## config.mk

```make
export PLATFORM = sky130hd
export DESIGN_NAME = ordered_list_append_delete
export DESIGN_NICKNAME = d
export VERILOG_FILES = /design/src/rtl/core/ola_pkg.sv /design/src/rtl/core/ola_mem.sv /design/src/rtl/core/ola_ctrl.sv /design/src/rtl/core/ordered_list_append_delete.sv
export SDC_FILE = /design/constraint.sdc
export NUM_CORES = 1
export LEC_CHECK = 0
export BUFFER_PORTS_ARGS = -buffer_cell sky130_fd_sc_hd__buf_2
export CAP_MARGIN = 20
export CORE_ASPECT_RATIO = 1.4
export CORE_MARGIN = 2
export CORE_UTILIZATION = 65
export CTS_CLUSTER_DIAMETER = 40
export DETAILED_ROUTE_END_ITERATION = 12
export GPL_TIMING_DRIVEN = 1
export PLACE_DENSITY = 0.79
export SYNTH_ARGS = -nofsm -noshare
export SYNTH_HDL_FRONTEND = slang
export SYNTH_HIERARCHICAL = 1
export SYNTH_SLANG_ARGS = --single-unit
```

## constraint.sdc

```tcl
create_clock -name clk -period 15.1 [get_ports clk]
set_input_delay 3.02 -clock clk [delete_from_list [all_inputs] [get_ports clk]]
set_output_delay 3.02 -clock clk [all_outputs]
set_load 0.02 [all_outputs]
```

## src/rtl/core/ola_pkg.sv

```systemverilog
// Shared types and codes for the ordered list block.
// Depends on nothing; used by ola_mem, ola_ctrl and ordered_list_append_delete.
package ola_pkg;

	localparam int unsigned DATA_W = 32;

	// request modes
	localparam logic [1:0] MODE_INSERT = 2'd0;
	localparam logic [1:0] MODE_DELETE = 2'd1;
	localparam logic [1:0] MODE_LIST   = 2'd2;

	// result status codes
	localparam logic [2:0] STAT_INSERTED  = 3'd0;
	localparam logic [2:0] STAT_DELETED   = 3'd1;
	localparam logic [2:0] STAT_NOT_FOUND = 3'd2;
	localparam logic [2:0] STAT_EMPTY     = 3'd3;
	localparam logic [2:0] STAT_FULL      = 3'd4;
	localparam logic [2:0] STAT_LISTED    = 3'd5;

	typedef struct packed {
		logic [1:0]               mode;
		logic signed [DATA_W-1:0] value;
	} req_t;

	typedef struct packed {
		logic [2:0]               status;
		logic signed [DATA_W-1:0] item;
		logic                     last;
	} rsp_t;

	typedef enum logic [2:0] {
		ST_IDLE,
		ST_START,
		ST_SEARCH,
		ST_SHIFT,
		ST_LIST,
		ST_EMIT
	} state_t;

endpackage

```

## src/rtl/core/ola_mem.sv

```systemverilog
// Entry store: one write port, one read port, registered read data.
// Depends on ola_pkg for the data width.
module ola_mem #(
	parameter int unsigned DEPTH = 16,
	parameter int unsigned AW    = 4
) (
	input  logic                              clk,
	input  logic                              we,
	input  logic [AW-1:0]                     waddr,
	input  logic signed [ola_pkg::DATA_W-1:0] wdata,
	input  logic                              re,
	input  logic [AW-1:0]                     raddr,
	output logic signed [ola_pkg::DATA_W-1:0] rdata
);

	logic signed [ola_pkg::DATA_W-1:0] mem [DEPTH];

	always_ff @(posedge clk) begin
		if (we) begin
			mem[waddr] <= wdata;
		end
		// read data holds while no read is issued
		if (re) begin
			rdata <= mem[raddr];
		end
	end

endmodule

```

## src/rtl/core/ola_ctrl.sv

```systemverilog
// Sequencer for insert, delete-with-shift and list over the entry store,
// with the entry counter and the result register. Depends on ola_pkg.
module ola_ctrl #(
	parameter int unsigned CAPACITY = 16,
	parameter int unsigned AW       = 4,
	parameter int unsigned CW       = 5
) (
	input  logic                              clk,
	input  logic                              arst_n,
	input  logic                              req_valid,
	output logic                              req_ready,
	input  ola_pkg::req_t                     req,
	output logic                              rsp_valid,
	input  logic                              rsp_ready,
	output ola_pkg::rsp_t                     rsp,
	output logic [CW-1:0]                     count,
	output logic                              mem_we,
	output logic [AW-1:0]                     mem_waddr,
	output logic signed [ola_pkg::DATA_W-1:0] mem_wdata,
	output logic                              mem_re,
	output logic [AW-1:0]                     mem_raddr,
	input  logic signed [ola_pkg::DATA_W-1:0] mem_rdata
);

	localparam logic [CW-1:0] CAP_C = CW'(CAPACITY);

	ola_pkg::state_t state_q, state_d;
	ola_pkg::req_t   req_q;
	ola_pkg::rsp_t   out_q, out_d;
	logic            out_valid_q;
	logic            load_out;
	logic            can_emit;
	logic [CW-1:0]   idx_q, idx_d, idx_nxt;
	logic [CW:0]     idx_nxt2;
	logic [CW-1:0]   count_q, count_d;
	logic [2:0]      stat_q, stat_d;

	assign can_emit = !out_valid_q || rsp_ready;
	assign idx_nxt  = idx_q + 1'b1;
	assign idx_nxt2 = {1'b0, idx_q} + (CW+1)'(2);

	assign rsp_valid = out_valid_q;
	assign rsp       = out_q;
	assign count     = count_q;

	always_ff @(posedge clk or negedge arst_n) begin
		if (!arst_n) begin
			state_q     <= ola_pkg::ST_IDLE;
			count_q     <= '0;
			out_valid_q <= 1'b0;
		end else begin
			state_q <= state_d;
			count_q <= count_d;
			if (load_out) begin
				out_valid_q <= 1'b1;
			end else if (rsp_ready) begin
				out_valid_q <= 1'b0;
			end
		end
	end

	always_ff @(posedge clk) begin
		idx_q  <= idx_d;
		stat_q <= stat_d;
		if (req_valid && req_ready) begin
			req_q <= req;
		end
		if (load_out) begin
			out_q <= out_d;
		end
	end

	always_comb begin
		state_d   = state_q;
		idx_d     = idx_q;
		count_d   = count_q;
		stat_d    = stat_q;
		load_out  = 1'b0;
		out_d     = '{status: stat_q, item: req_q.value, last: 1'b1};
		mem_we    = 1'b0;
		mem_waddr = idx_q[AW-1:0];
		mem_wdata = mem_rdata;
		mem_re    = 1'b0;
		mem_raddr = idx_nxt[AW-1:0];
		req_ready = 1'b0;
		case (state_q)
			ola_pkg::ST_IDLE: begin
				req_ready = 1'b1;
				if (req_valid) begin
					state_d = ola_pkg::ST_START;
				end
			end
			ola_pkg::ST_START: begin
				idx_d = '0;
				case (req_q.mode)
					ola_pkg::MODE_INSERT: begin
						if (count_q == CAP_C) begin
							stat_d = ola_pkg::STAT_FULL;
						end else begin
							mem_we    = 1'b1;
							mem_waddr = count_q[AW-1:0];
							mem_wdata = req_q.value;
							count_d   = count_q + 1'b1;
							stat_d    = ola_pkg::STAT_INSERTED;
						end
						state_d = ola_pkg::ST_EMIT;
					end
					ola_pkg::MODE_DELETE, ola_pkg::MODE_LIST: begin
						if (count_q == '0) begin
							stat_d  = ola_pkg::STAT_EMPTY;
							state_d = ola_pkg::ST_EMIT;
						end else begin
							mem_re    = 1'b1;
							mem_raddr = '0;
							state_d   = (req_q.mode == ola_pkg::MODE_LIST) ?
								ola_pkg::ST_LIST : ola_pkg::ST_SEARCH;
						end
					end
					default: begin
						state_d = ola_pkg::ST_IDLE;
					end
				endcase
			end
			ola_pkg::ST_SEARCH: begin
				// read data is entry idx_q; the next entry is fetched alongside
				if (mem_rdata == req_q.value) begin
					state_d = ola_pkg::ST_SHIFT;
					mem_re  = (idx_nxt < count_q);
				end else if (idx_nxt == count_q) begin
					stat_d  = ola_pkg::STAT_NOT_FOUND;
					state_d = ola_pkg::ST_EMIT;
				end else begin
					mem_re = 1'b1;
					idx_d  = idx_nxt;
				end
			end
			ola_pkg::ST_SHIFT: begin
				// read data is entry idx_q+1, moved down into idx_q
				if (idx_nxt < count_q) begin
					mem_we    = 1'b1;
					mem_waddr = idx_q[AW-1:0];
					mem_wdata = mem_rdata;
					idx_d     = idx_nxt;
					mem_re    = (idx_nxt2 < {1'b0, count_q});
					mem_raddr = idx_nxt2[AW-1:0];
				end else begin
					count_d = count_q - 1'b1;
					stat_d  = ola_pkg::STAT_DELETED;
					state_d = ola_pkg::ST_EMIT;
				end
			end
			ola_pkg::ST_LIST: begin
				if (can_emit) begin
					load_out = 1'b1;
					out_d    = '{status: ola_pkg::STAT_LISTED, item: mem_rdata,
						last: (idx_nxt == count_q)};
					if (idx_nxt == count_q) begin
						state_d = ola_pkg::ST_IDLE;
					end else begin
						mem_re = 1'b1;
						idx_d  = idx_nxt;
					end
				end
			end
			ola_pkg::ST_EMIT: begin
				if (can_emit) begin
					load_out = 1'b1;
					state_d  = ola_pkg::ST_IDLE;
				end
			end
			default: begin
				state_d = ola_pkg::ST_IDLE;
			end
		endcase
	end

endmodule

```

## src/rtl/core/ordered_list_append_delete.sv

```systemverilog
// Ordered list of up to CAPACITY signed values held in a single-port-pair RAM.
// Insert, full and empty: the request passes START and EMIT, and the response is registered.
// Delete: the response follows search and shift, which together visit each entry once.
// List: entries follow in order, one a cycle while responses are taken.
// One request at a time; a waiting response holds the sequencer until it is taken.
// Reset clears the entry count and controller; RAM contents need no clearing.
module ordered_list_append_delete #(
	parameter int unsigned CAPACITY = 16
) (
	input  logic          clk,
	input  logic          arst_n,
	input  logic          req_valid,
	output logic          req_ready,
	input  ola_pkg::req_t req,
	output logic          rsp_valid,
	input  logic          rsp_ready,
	output ola_pkg::rsp_t rsp
);

	localparam int unsigned AW = (CAPACITY > 1) ? $clog2(CAPACITY) : 1;
	localparam int unsigned CW = $clog2(CAPACITY + 1);

	logic                              mem_we;
	logic [AW-1:0]                     mem_waddr;
	logic signed [ola_pkg::DATA_W-1:0] mem_wdata;
	logic                              mem_re;
	logic [AW-1:0]                     mem_raddr;
	logic signed [ola_pkg::DATA_W-1:0] mem_rdata;
	logic [CW-1:0]                     count;

	ola_ctrl #(
		.CAPACITY (CAPACITY),
		.AW       (AW),
		.CW       (CW)
	) u_ctrl (
		.clk       (clk),
		.arst_n    (arst_n),
		.req_valid (req_valid),
		.req_ready (req_ready),
		.req       (req),
		.rsp_valid (rsp_valid),
		.rsp_ready (rsp_ready),
		.rsp       (rsp),
		.count     (count),
		.mem_we    (mem_we),
		.mem_waddr (mem_waddr),
		.mem_wdata (mem_wdata),
		.mem_re    (mem_re),
		.mem_raddr (mem_raddr),
		.mem_rdata (mem_rdata)
	);

	ola_mem #(
		.DEPTH (CAPACITY),
		.AW    (AW)
	) u_mem (
		.clk   (clk),
		.we    (mem_we),
		.waddr (mem_waddr),
		.wdata (mem_wdata),
		.re    (mem_re),
		.raddr (mem_raddr),
		.rdata (mem_rdata)
	);

	a_count_bound: assert property (@(posedge clk) disable iff (!arst_n)
		count <= CW'(CAPACITY))
		else $error("entry count above capacity");

	a_count_step: assert property (@(posedge clk) disable iff (!arst_n)
		(count != $past(count)) |-> (count == $past(count) + 1'b1 ||
			count + 1'b1 == $past(count)))
		else $error("entry count moved by more than one");

	a_busy_after_req: assert property (@(posedge clk) disable iff (!arst_n)
		(req_valid && req_ready) |=> !req_ready)
		else $error("new transaction taken while one is in progress");

	a_rsp_hold: assert property (@(posedge clk) disable iff (!arst_n)
		(rsp_valid && !rsp_ready) |=> (rsp_valid && $stable(rsp)))
		else $error("waiting response dropped or changed");

	a_write_in_range: assert property (@(posedge clk) disable iff (!arst_n)
		mem_we |-> ({1'b0, mem_waddr} < (AW+1)'(CAPACITY)))
		else $error("RAM write beyond capacity");

endmodule

```

* Word-level counts from Yosys, hierarchy flattened
Memory sizes are Yosys's and may differ from the RTL's. A register that Yosys moved wholly into a read port is not among the register bits.
Index checks and enable logic that the tools add are counted.
** Word-level totals
- Bits in registers :: 87
- Memory bits (writable) :: 512
- Output and inout bits :: 38
- Memories kept :: 1
** Memories
- u_mem.mem :: words 16, width 32, read ports 1, clocked after memory_dff 1, write ports 1, RTL line ola_mem.sv:16 : logic signed [ola_pkg::DATA_W-1:0] mem [DEPTH];
** Cells by class
- Add/subtract/negate cells :: 4
- Order comparisons :: 2
- Equality and inequality tests :: 23
- Muxes and demuxes :: 57
- Reductions and logical operators :: 17
** Operator list (count)
- 2-to-1 mux 32 bit :: 3
- 2-to-1 mux 36 bit :: 2
- 2-to-1 mux 3 bit :: 14
- 2-to-1 mux 5 bit :: 7
- == test 32 bit :: 1
- 2-to-1 mux 4 bit :: 6
- one-hot mux 5 bit (4 select lines) :: 1
- one-hot mux 3 bit (6 select lines) :: 1
- 2-to-1 mux 1 bit :: 16
- one-hot mux 3 bit (2 select lines) :: 2
- AND reduction 6 bit :: 2
- adder 5 x 1 -> 5 bit, second input constant :: 2
- inequality test 2 x 1 -> 1 bit, second input constant :: 5
- inequality test 2 bit, second input constant :: 5
- one-hot mux 5 bit (2 select lines) :: 1
- one-hot mux 3 bit (3 select lines) :: 1
- one-hot mux 4 bit (2 select lines) :: 1
- AND reduction 4 bit :: 2
- adder 5 x 2 -> 6 bit, second input constant :: 1
- == test 3 x 2 -> 1 bit, second input constant :: 2
- == test 3 bit, second input constant :: 2
- < comparator 6 x 5 -> 1 bit :: 1
- inequality test 3 x 2 -> 1 bit, second input constant :: 2
- == test 5 bit :: 1
- 20 further kinds :: 22

* Depth between registers and ports, before layout
Gate-level depths: netlist of the first run.
- Word-level depth :: 6
- Depth in mapped cells :: 15

* Hierarchy
Netlist of the first run, hierarchy kept.
** By module, submodules not included
- ola_mem :: instances 1, cells each 838, area each 20155.6 um^2, seq. area each 16335.7 um^2
- ola_ctrl :: instances 1, cells each 434, area each 4807.1 um^2, seq. area each 2567.5 um^2

* Least setup slack after synthesis of the first run
No wires, ideal clock.
- Path type :: register to register
- Start :: register u_ctrl.idx_q[1]
- End :: register u_mem/rdata[0] in the netlist's numbering (read register of u_mem.mem) (enable)
- Library setup time :: 533 ps
- Arrival :: 5524 ps
- Data required time :: 14567 ps
- Setup slack :: 9043 ps
- Stages on the path, launching flop included :: 9
- Buffers on the path :: 0
- Clock period less this slack :: 6057 ps
- Cells stage by stage :: edfxtp_1 ha_1 nand2_1 xnor2_1 ha_1 a21o_1 a21oi_1 nand2_1 o311ai_0
** On the way
- Cells in the longest elaborated chain, start to end :: 5
- Elaborated cells between the ends (all ways) :: 14
- Those cells by class :: 2 x add/sub; 2 x order compare; 1 x eq/ne; 9 x mux
** Ends and longest elaborated chain
- start: declaration :: RTL line ola_ctrl.sv:33 : logic [CW-1:0] idx_q, idx_d, idx_nxt;
- start signal: assignment :: RTL line ola_ctrl.sv:63 : idx_q <= idx_d;
- adder 5 x 1 -> 5 bit * :: RTL line ola_ctrl.sv:39 : assign idx_nxt = idx_q + 1'b1;
- net u_ctrl.idx_nxt[3] :: RTL line ola_ctrl.sv:33
- branches (longest 3 deep; another with < comparator 5 bit)
- one-hot mux 1 bit (4 select lines) * :: RTL line ola_ctrl.sv:86 : case (state_q)
- net mem_re :: RTL line ordered_list_append_delete.sv:26 : logic mem_re;
- end: declaration :: RTL line ola_mem.sv:13 : output logic signed [ola_pkg::DATA_W-1:0] rdata
Mark *: on every way through the listed nets, which the timed path passes.
A chain may end at the register's enable or synchronous reset.

* Final worst setup path of the first run
- Start :: register u_ctrl.idx_q[0]
- End :: register u_mem/rdata[14] in the netlist's numbering (read register of u_mem.mem), data pin
** On the way
- Elaborated cells between the ends (all ways) :: 14
- Those cells by class :: 2 x add/sub; 2 x order compare; 1 x eq/ne; 9 x mux
** RTL lines
- adder 5 x 1 -> 5 bit :: RTL line ola_ctrl.sv:39
- net u_ctrl.idx_nxt[4] :: RTL line ola_ctrl.sv:33
- < comparator 5 bit :: RTL line ola_ctrl.sv:139 : if (idx_nxt < count_q) begin
- 2-to-1 mux 4 bit :: RTL line ola_ctrl.sv:139
- one-hot mux 4 bit (2 select lines) :: RTL line ola_ctrl.sv:86
- net mem_raddr[1] :: RTL line ordered_list_append_delete.sv:27 : logic [AW-1:0] mem_raddr;
The timed path passes the listed nets, and every way through them passes these cells.

==> results of run 1 <==
## kinds of logic after synthesis
group	after synthesis	synth area share, %
DFF	631	75.7
muxes	160	13.0
and+or+nand+nor	236	4.25
AOI/OAI and AO/OA	108	3.10
buffers and inverters	75	1.44
xor gates and xnor gates	43	1.51
adders and majority gates	19	0.982
## cells in the final DEF, fill, tap and decap left out, types with 14 or more instances in the layout
| cell type | instances |
|---|---|
| nand2_1 | 146 |
| edfxtp_1 | 622 |
| nor2_4 | 14 |
| mux2_2 | 31 |
| ha_1 | 18 |
| a22oi_1 | 65 |
| clkbuf_16 | 56 |
| inv_1 | 15 |
| buf_4 | 27 |
| mux4_2 | 128 |
| nor2_1 | 17 |
| clkinv_1 | 16 |
| buf_2 | 75 |
| xnor2_1 | 40 |
## cell type report
type                       instances  area [sq um]
fill                            2084         10000
timing repair buffer             104           618
sequential                       631         18900
clock buffer                      64          1430
clock inverter                    36           255
inverter                          16          61.3
multi-input combinational        566          5870
tap                              473           592
## where the power goes
group	leakage [nW]	internal [mW]	switching, mW
Sequential	5.76	2.47	0.125
Combinational	2.56	0.921	1.40
Clock	0.825	0.715	0.613
## state kept, by name (all words and copies together), names as in the netlist
signal and count:
u_ctrl/rsp 36, u_ctrl/rsp_valid 1, u_mem/rdata 32, u_ctrl/count 5, u_ctrl/req_q 34, u_ctrl/idx_q 5, u_ctrl/stat_q 3, u_ctrl/state_q 3
u_mem/mem 512
## per-stage QoR
stage / setup slack (ns) / cell area (sq um)
detailed placement: 9.80 / 26000
CTS: 10.19 / 27700
global placement: 9.82 / 26000
global route: 9.86 / 27700
floorplan: 9.04 / 25000
finish: 10.11 / 27700
## worst min path at each step
| stage | startpoint | to | slack, ns | depth (start not counted) |
|---|---|---|---|---|
| after floorplan | u_ctrl/stat_q[0]$_DFFE_PP_ | u_ctrl/rsp[33]$_DFFE_PP_ | 0.48 | 1 |
| after global routing | u_ctrl/stat_q[2]$_DFFE_PP_ | u_ctrl/rsp[35]$_DFFE_PP_ | 0.52 | 1 |
| after detailed placement | u_ctrl/stat_q[2]$_DFFE_PP_ | u_ctrl/rsp[35]$_DFFE_PP_ | 0.50 | 1 |
| after global placement | u_ctrl/stat_q[2]$_DFFE_PP_ | u_ctrl/rsp[35]$_DFFE_PP_ | 0.49 | 1 |
| final | u_ctrl/stat_q[2]$_DFFE_PP_ | u_ctrl/rsp[35]$_DFFE_PP_ | 0.52 | 1 |
| after CTS | u_ctrl/stat_q[2]$_DFFE_PP_ | u_ctrl/rsp[35]$_DFFE_PP_ | 0.52 | 1 |
## per-layer routing
metal / wire (um) / vias up / part of all wire (%) / track usage, %
met4: 2450 / 0 / 4.3 / 11.7
met1: 20200 / 6562 / 36 / 40.8
met2: 28100 / 845 / 50 / 47.1
li1: - / 5315 / - / -
met5: 0 / - / 0 / 0
met3: 5920 / 170 / 10 / 4.88
==> flow_summary.json, run 1 <==
{
  "synth_enable_flop_cells": 622,
  "port_buffers": 75,
  "drc": 0,
  "wirelength_um": 56700,
  "synth_top_area_share_pct": 74.8,
  "start_util_pct": 66.2,
  "drive_gt1_share_pct": 26.6,
  "critPathKind": "reg2reg",
  "period_share_pct": 33.1,
  "avgRoutedWirePerCell_um": 30.0,
  "setup.worst_path.end": "u_mem/rdata[14]$_DFFE_PP_",
  "worstSkewPairLatency_ns": 0.60,
  "final_cells": 1890,
  "path_max_fanout": 70,
  "end_kind": "flip-flop",
  "synth_area_leaders": "edfxtp_1 75%, mux4_2 12%, nand2_1 2.2%",
  "max_freq_mhz": 200,
  "startpoint": "u_ctrl/idx_q[0]$_SDFFCE_PN0P_",
  "antenna_cells": 0,
  "async_flop_share_pct": 1.43,
  "synth-main-ff-cell": "edfxtp_1",
  "ys_seq_area_share_pct": 75.7,
  "min_period_ns": 4.99,
  "vias_per_cell": 6.82,
  "synthesis.nets": 1329,
  "dieArea_sq_mm": 0.0400,
  "grt_pass1_wl_um": 84200,
  "crit_family": "buffers and inverters",
  "tightest_slew_ns": 1.15,
  "worst_hold_slack_ns": 0.523,
  "status": "completed",
  "ir_worst_vdd_uv": 239,
  "final_nets": 1432,
  "hp-class": "reg2reg",
  "vias": 12892,
  "power_leakage_nw": 9.15,
  "post_cts_buffers": 0,
  "ys_ff_latch": 631,
  "area_growth_pct": 11.1,
  "rsz0062_at_grt": "false",
  "slew_viol_final": 0,
  "antenna_found_initial": 0,
  "grt_max_degree": 125,
  "place.gp.congestion": 0.844,
  "grt_pass1_vias": 13127,
  "yosys_warnings": 6,
  "ctsResizeCount": 0,
  "die_y_um": 236,
  "cap_violations": 0,
  "clock_sinks": 631,
  "cp_num_cells": 13,
  "core_sq_mm": 0.0377,
  "clkTransAtPathRegs_ns": 0.06,
  "clock_skew_ns": 0.0270,
  "r2r_cells": 13,
  "slowest_stage": "buf_4",
  "dp_hpwl_um": 29100,
  "start_kind": "flip-flop",
  "worst_r2r_endpoint": "u_mem/rdata[14]$_DFFE_PP_",
  "yosysMostFrequentCell": "edfxtp_1",
  "slowest_delay_ns": 0.93,
  "finalHoldViolCount": 0,
  "first_pass_iters": 6,
  "worstPathArrival_ns": 5.32,
  "cp_cell_sequence": "ha_1 > nand3_1 > xnor2_1 > ha_1 > and3_1 > o21ai_0 > nand3_2 > o21ai_4 > buf_4 > buf_4 > mux4_2 > a22oi_1 > nand2_1",
  "avgSynthCellArea_sq_um": 19.6,
  "track_usage_pct": 29.3,
  "clock_path_buffers": 3,
  "rows": 84,
  "synthCells": 1272,
  "cts_root_buf": "clkbuf_16",
  "yosysUniqueCellTypes": 54,
  "rrSetupSlack_ns": 10.11,
  "postCtsHoldBufs": 0,
  "powerDensity_mw_per_mm2": 225,
  "yosysTopAreaCell": "edfxtp_1",
  "cts_tree": "yes",
  "rr_startpoint": "u_ctrl/idx_q[0]$_SDFFCE_PN0P_",
  "htree_levels": 2,
  "final-setup-viol-count": 0,
  "relSlewSlack_pct": 23.5,
  "total_power_mw": 6.25,
  "cts_made_buffers": 56,
  "fin_tns_setup_ns": 0,
  "drt-initial-drc-count": 1677,
  "fp.dieW_um": 170,
  "placed_cells": 1789,
  "ys_top_cells_by_count": "622 x edfxtp_1, 146 x nand2_1, 128 x mux4_2, 65 x a22oi_1, 40 x xnor2_1",
  "required_ns": 15.43,
  "syn-cell-area_sq_mm": 0.0250,
  "grt_overflow_total": 0,
  "ant_nets": 0,
  "timing.critical_path.buf_inv": 2,
  "final_core_util_pct": 73.5,
  "io-pin-count": 76
}
Power figures use the tool's default switching activity.
==> run 2, diff against run 1 <==
--- a/config.mk
+++ b/config.mk
@@ -5,15 +5,16 @@
 export SDC_FILE = /design/constraint.sdc
 export NUM_CORES = 1
 export LEC_CHECK = 0
+export ABC_AREA = 1
 export BUFFER_PORTS_ARGS = -buffer_cell sky130_fd_sc_hd__buf_2
 export CAP_MARGIN = 20
 export CORE_ASPECT_RATIO = 1.4
 export CORE_MARGIN = 2
-export CORE_UTILIZATION = 65
+export CORE_UTILIZATION = 56
 export CTS_CLUSTER_DIAMETER = 40
 export DETAILED_ROUTE_END_ITERATION = 12
 export GPL_TIMING_DRIVEN = 1
-export PLACE_DENSITY = 0.79
+export PLACE_DENSITY = 0.72
 export SYNTH_ARGS = -nofsm -noshare
 export SYNTH_HDL_FRONTEND = slang
 export SYNTH_HIERARCHICAL = 1
==> constraint.sdc (replaced) <==
create_clock -name clk -period 4.35 [get_ports clk]
set_input_delay 0.87 -clock clk [delete_from_list [all_inputs] [get_ports clk]]
set_output_delay 0.87 -clock clk [all_outputs]
set_load 0.02 [all_outputs]
==> run 2 against run 1 <==
  * Cell count grew 83%
  * Worst setup slack lost 9.8 ns
  * Die area grew 30%
  * Sequential power grew to 3.4 times the previous value
  * Utilization shrank 9.8 points
  * Critical path type unchanged
  * Sequential share of layout area shrank 8.7 points
  * Via count grew 48%
  * Critical endpoint is now u_mem/rdata[1]$_DFFE_PP_
  * Global-route usage shrank 3.4 points
  * Routed wire length grew 19%
  * Maximum frequency grew 25%
  * Clock power grew to 4.2 times the previous value
==> flow_summary.json, run 2 <==
{
  "status": "completed",
  "antenna_cells": 0,
  "htree_levels": 3,
  "syn-cell-area_sq_mm": 0.0282,
  "vias_per_cell": 5.50,
  "synth_top_area_share_pct": 66.3,
  "powerDensity_mw_per_mm2": 814,
  "worst_hold_slack_ns": 0.141,
  "clock_skew_ns": 0.0212,
  "postCtsHoldBufs": 0,
  "rows": 97,
  "die_y_um": 269,
  "grt_max_degree": 113,
  "vias": 19065,
  "relSlewSlack_pct": 36.0,
  "grt_pass1_wl_um": 104000,
  "cap_violations": 0,
  "worst_r2r_endpoint": "u_mem/rdata[1]$_DFFE_PP_",
  "fp.dieW_um": 194,
  "final_cell_mix": "813 x nand2_1, 622 x edfxtp_1, 475 x inv_1",
  "final_nets": 2830,
  "final_cells": 3466,
  "cts_tree": "yes",
  "r2r_cells": 22,
  "drive_gt1_share_pct": 11.9,
  "final_common_cell": "nand2_1",
  "cts_root_buf": "clkbuf_16",
  "drc": 0,
  "ys_seq_area_share_pct": 67.1,
  "first_pass_iters": 6,
  "clock_path_buffers": 3,
  "synth_enable_flop_cells": 622,
  "port_buffers": 75,
  "hp-class": "in2async",
  "avgRoutedWirePerCell_um": 19.5,
  "rr_startpoint": "u_ctrl/idx_q[1]$_SDFFCE_PN0P_",
  "cts_made_buffers": 67,
  "worstPathArrival_ns": 4.33,
  "ir_worst_vdd_uv": 844,
  "synthCells": 2678,
  "yosysMostFrequentCell": "nand2_1",
  "clock_sinks": 631,
  "final_core_util_pct": 63.7,
  "slew_viol_final": 0,
  "ys_top_cells_by_count": "814 x nand2_1, 622 x edfxtp_1, 476 x inv_1, 394 x nand3_1, 48 x o21ai_0",
  "yosysTopAreaCell": "edfxtp_1",
  "place.gp.congestion": 0.890,
  "final-setup-viol-count": 0,
  "period_share_pct": 92.0,
  "core_sq_mm": 0.0499,
  "start_util_pct": 56.5,
  "dp_hpwl_um": 38600,
  "fillers": 3643,
  "setup_ws_ns": 0.349,
  "worstSkewPairLatency_ns": 0.58,
  "wirelength_um": 67400,
  "start_kind": "flip-flop",
  "dieArea_sq_mm": 0.0521,
  "yosys_warnings": 6,
  "largest_reg_flops": 512,
  "ys_ff_latch": 631,
  "grt_pass1_vias": 18897,
  "track_usage_pct": 25.9,
  "ant_nets": 0,
  "largest_register": "u_mem/mem",
  "tightest_slew_ns": 0.953,
  "synth_area_leaders": "edfxtp_1 66%, nand2_1 11%, nand3_1 7.0%",
  "io-pin-count": 76,
  "area_growth_pct": 12.8,
  "async_flop_share_pct": 1.43,
  "rrSetupSlack_ns": 0.35,
  "grt_overflow_total": 0,
  "antenna_found_initial": 0,
  "synthesis.nets": 2735,
  "path_max_fanout": 45,
  "fin_tns_setup_ns": 0,
  "avgSynthCellArea_sq_um": 10.5,
  "dp_slack_ns": 0.453,
  "yosysUniqueCellTypes": 39,
  "critPathKind": "reg2reg",
  "required_ns": 4.68,
  "placed_cells": 3346,
  "end_kind": "flip-flop",
  "min_period_ns": 4.00,
  "finalHoldViolCount": 0,
  "synth-main-ff-cell": "edfxtp_1",
  "max_freq_mhz": 250,
  "clkTransAtPathRegs_ns": 0.06,
  "drt-initial-drc-count": 1942,
  "power_leakage_nw": 13.5
}
## run 2: cell count changes after synthesis, moves of 37 or more
cell | previous run | this run
nand3_1 | 6 | 394
o21ai_0 | 11 | 48
mux4_2 | 128 | 0
nand2_1 | 146 | 814
inv_1 | 15 | 476
a22oi_1 | 65 | 0
## run 2: final cells by class
type / instances / area (sq um) / share of cell area (%)
inverters: 482 / 1820 / 5.72
flip-flops and latches: 631 / 18900 / 59.5
well taps: 643 / 805 / 2.53
repair buffers: 144 / 1290 / 4.05
clock buffers: 82 / 1820 / 5.72
multi-input cells: 1447 / 6810 / 21.4
clock inverters: 37 / 344 / 1.08
## run 2: kinds of logic (layout without fill, tap and decap cells)
kind of cell,count (synthesis),in the layout,share of synthesized area (%)
AO/OA/AOI/OAI,95,95,2.08
XOR/XNOR,30,30,0.933
adder cells (fa/ha/maj),19,19,0.870
buffers and inverters,600,745,9.35
flip-flops,631,631,67.1
AND/OR/NAND/NOR,1303,1303,19.7
## run 2: what timing repair did
action	4_1_cts	5_1_grt
resized for setup	0	3
setup buffers	0	1
setup endpoints to repair	0	2
## run 2: report_power, final
| part | switching (mW) | internal [mW] |
|---|---|---|
| Clock | 2.31 | 3.29 |
| Sequential | 0.330 | 8.57 |
| Combinational | 7.96 | 3.39 |
| Total | 10.6 | 15.3 |
## run 2: worst max-delay path: stages, from the launching register on
cell and delay [ns]:
edfxtp_1 0.48, ha_1 0.26, nor2_1 0.09, nor2_1 0.08
o21ai_0 0.22, inv_1 0.10, ha_1 0.28, nand2_1 0.09
nor3_1 0.14, nand2_1 0.07, nand2_1 0.10, inv_1 0.06
nand2_1 0.20, nand2_1 0.22, o21ai_4 0.21, buf_12 0.15
buf_12 0.24, buf_4 0.29, nand2_1 0.08, nand3_1 0.09
nand3_1 0.09, nand3_1 0.09, nand2_1 0.07
## run 2: worst max path at each step
stage | from | depth (start not counted) | slack (ns) | endpoint
after floorplan | u_ctrl/idx_q[1]$_SDFFCE_PN0P_ | 14 | 0.55 | u_mem/mem[12][0]$_DFFE_PP_
after global placement | u_ctrl/idx_q[1]$_SDFFCE_PN0P_ | 21 | 0.57 | u_mem/rdata[16]$_DFFE_PP_
after detailed placement | u_ctrl/idx_q[1]$_SDFFCE_PN0P_ | 20 | 0.45 | u_mem/rdata[19]$_DFFE_PP_
after CTS | u_ctrl/idx_q[1]$_SDFFCE_PN0P_ | 21 | 0.43 | u_mem/rdata[4]$_DFFE_PP_
after global routing | u_ctrl/idx_q[1]$_SDFFCE_PN0P_ | 22 | -0.01 | u_mem/rdata[1]$_DFFE_PP_
final | u_ctrl/idx_q[1]$_SDFFCE_PN0P_ | 22 | 0.35 | u_mem/rdata[1]$_DFFE_PP_
## run 2: per-stage QoR
stage	area [sq um]	power, mW
2_1_floorplan	28200	17.0
5_1_grt	31800	27.3
6_report	31800	25.9
3_5_place_dp	29600	20.1
3_3_place_gp	29600	19.8
4_1_cts	31800	25.8
## run 2: layer usage
layer  wire length, um  track usage, %  share of wire (%)  up-vias
met4              2850            12.9                4.2        0
met1             25900            31.7                 38     9070
met5                 0               0                  0        -
met2             33400            44.2                 50      896
met3              5330            4.45                7.9      218
li1                  -               -                  -     8881
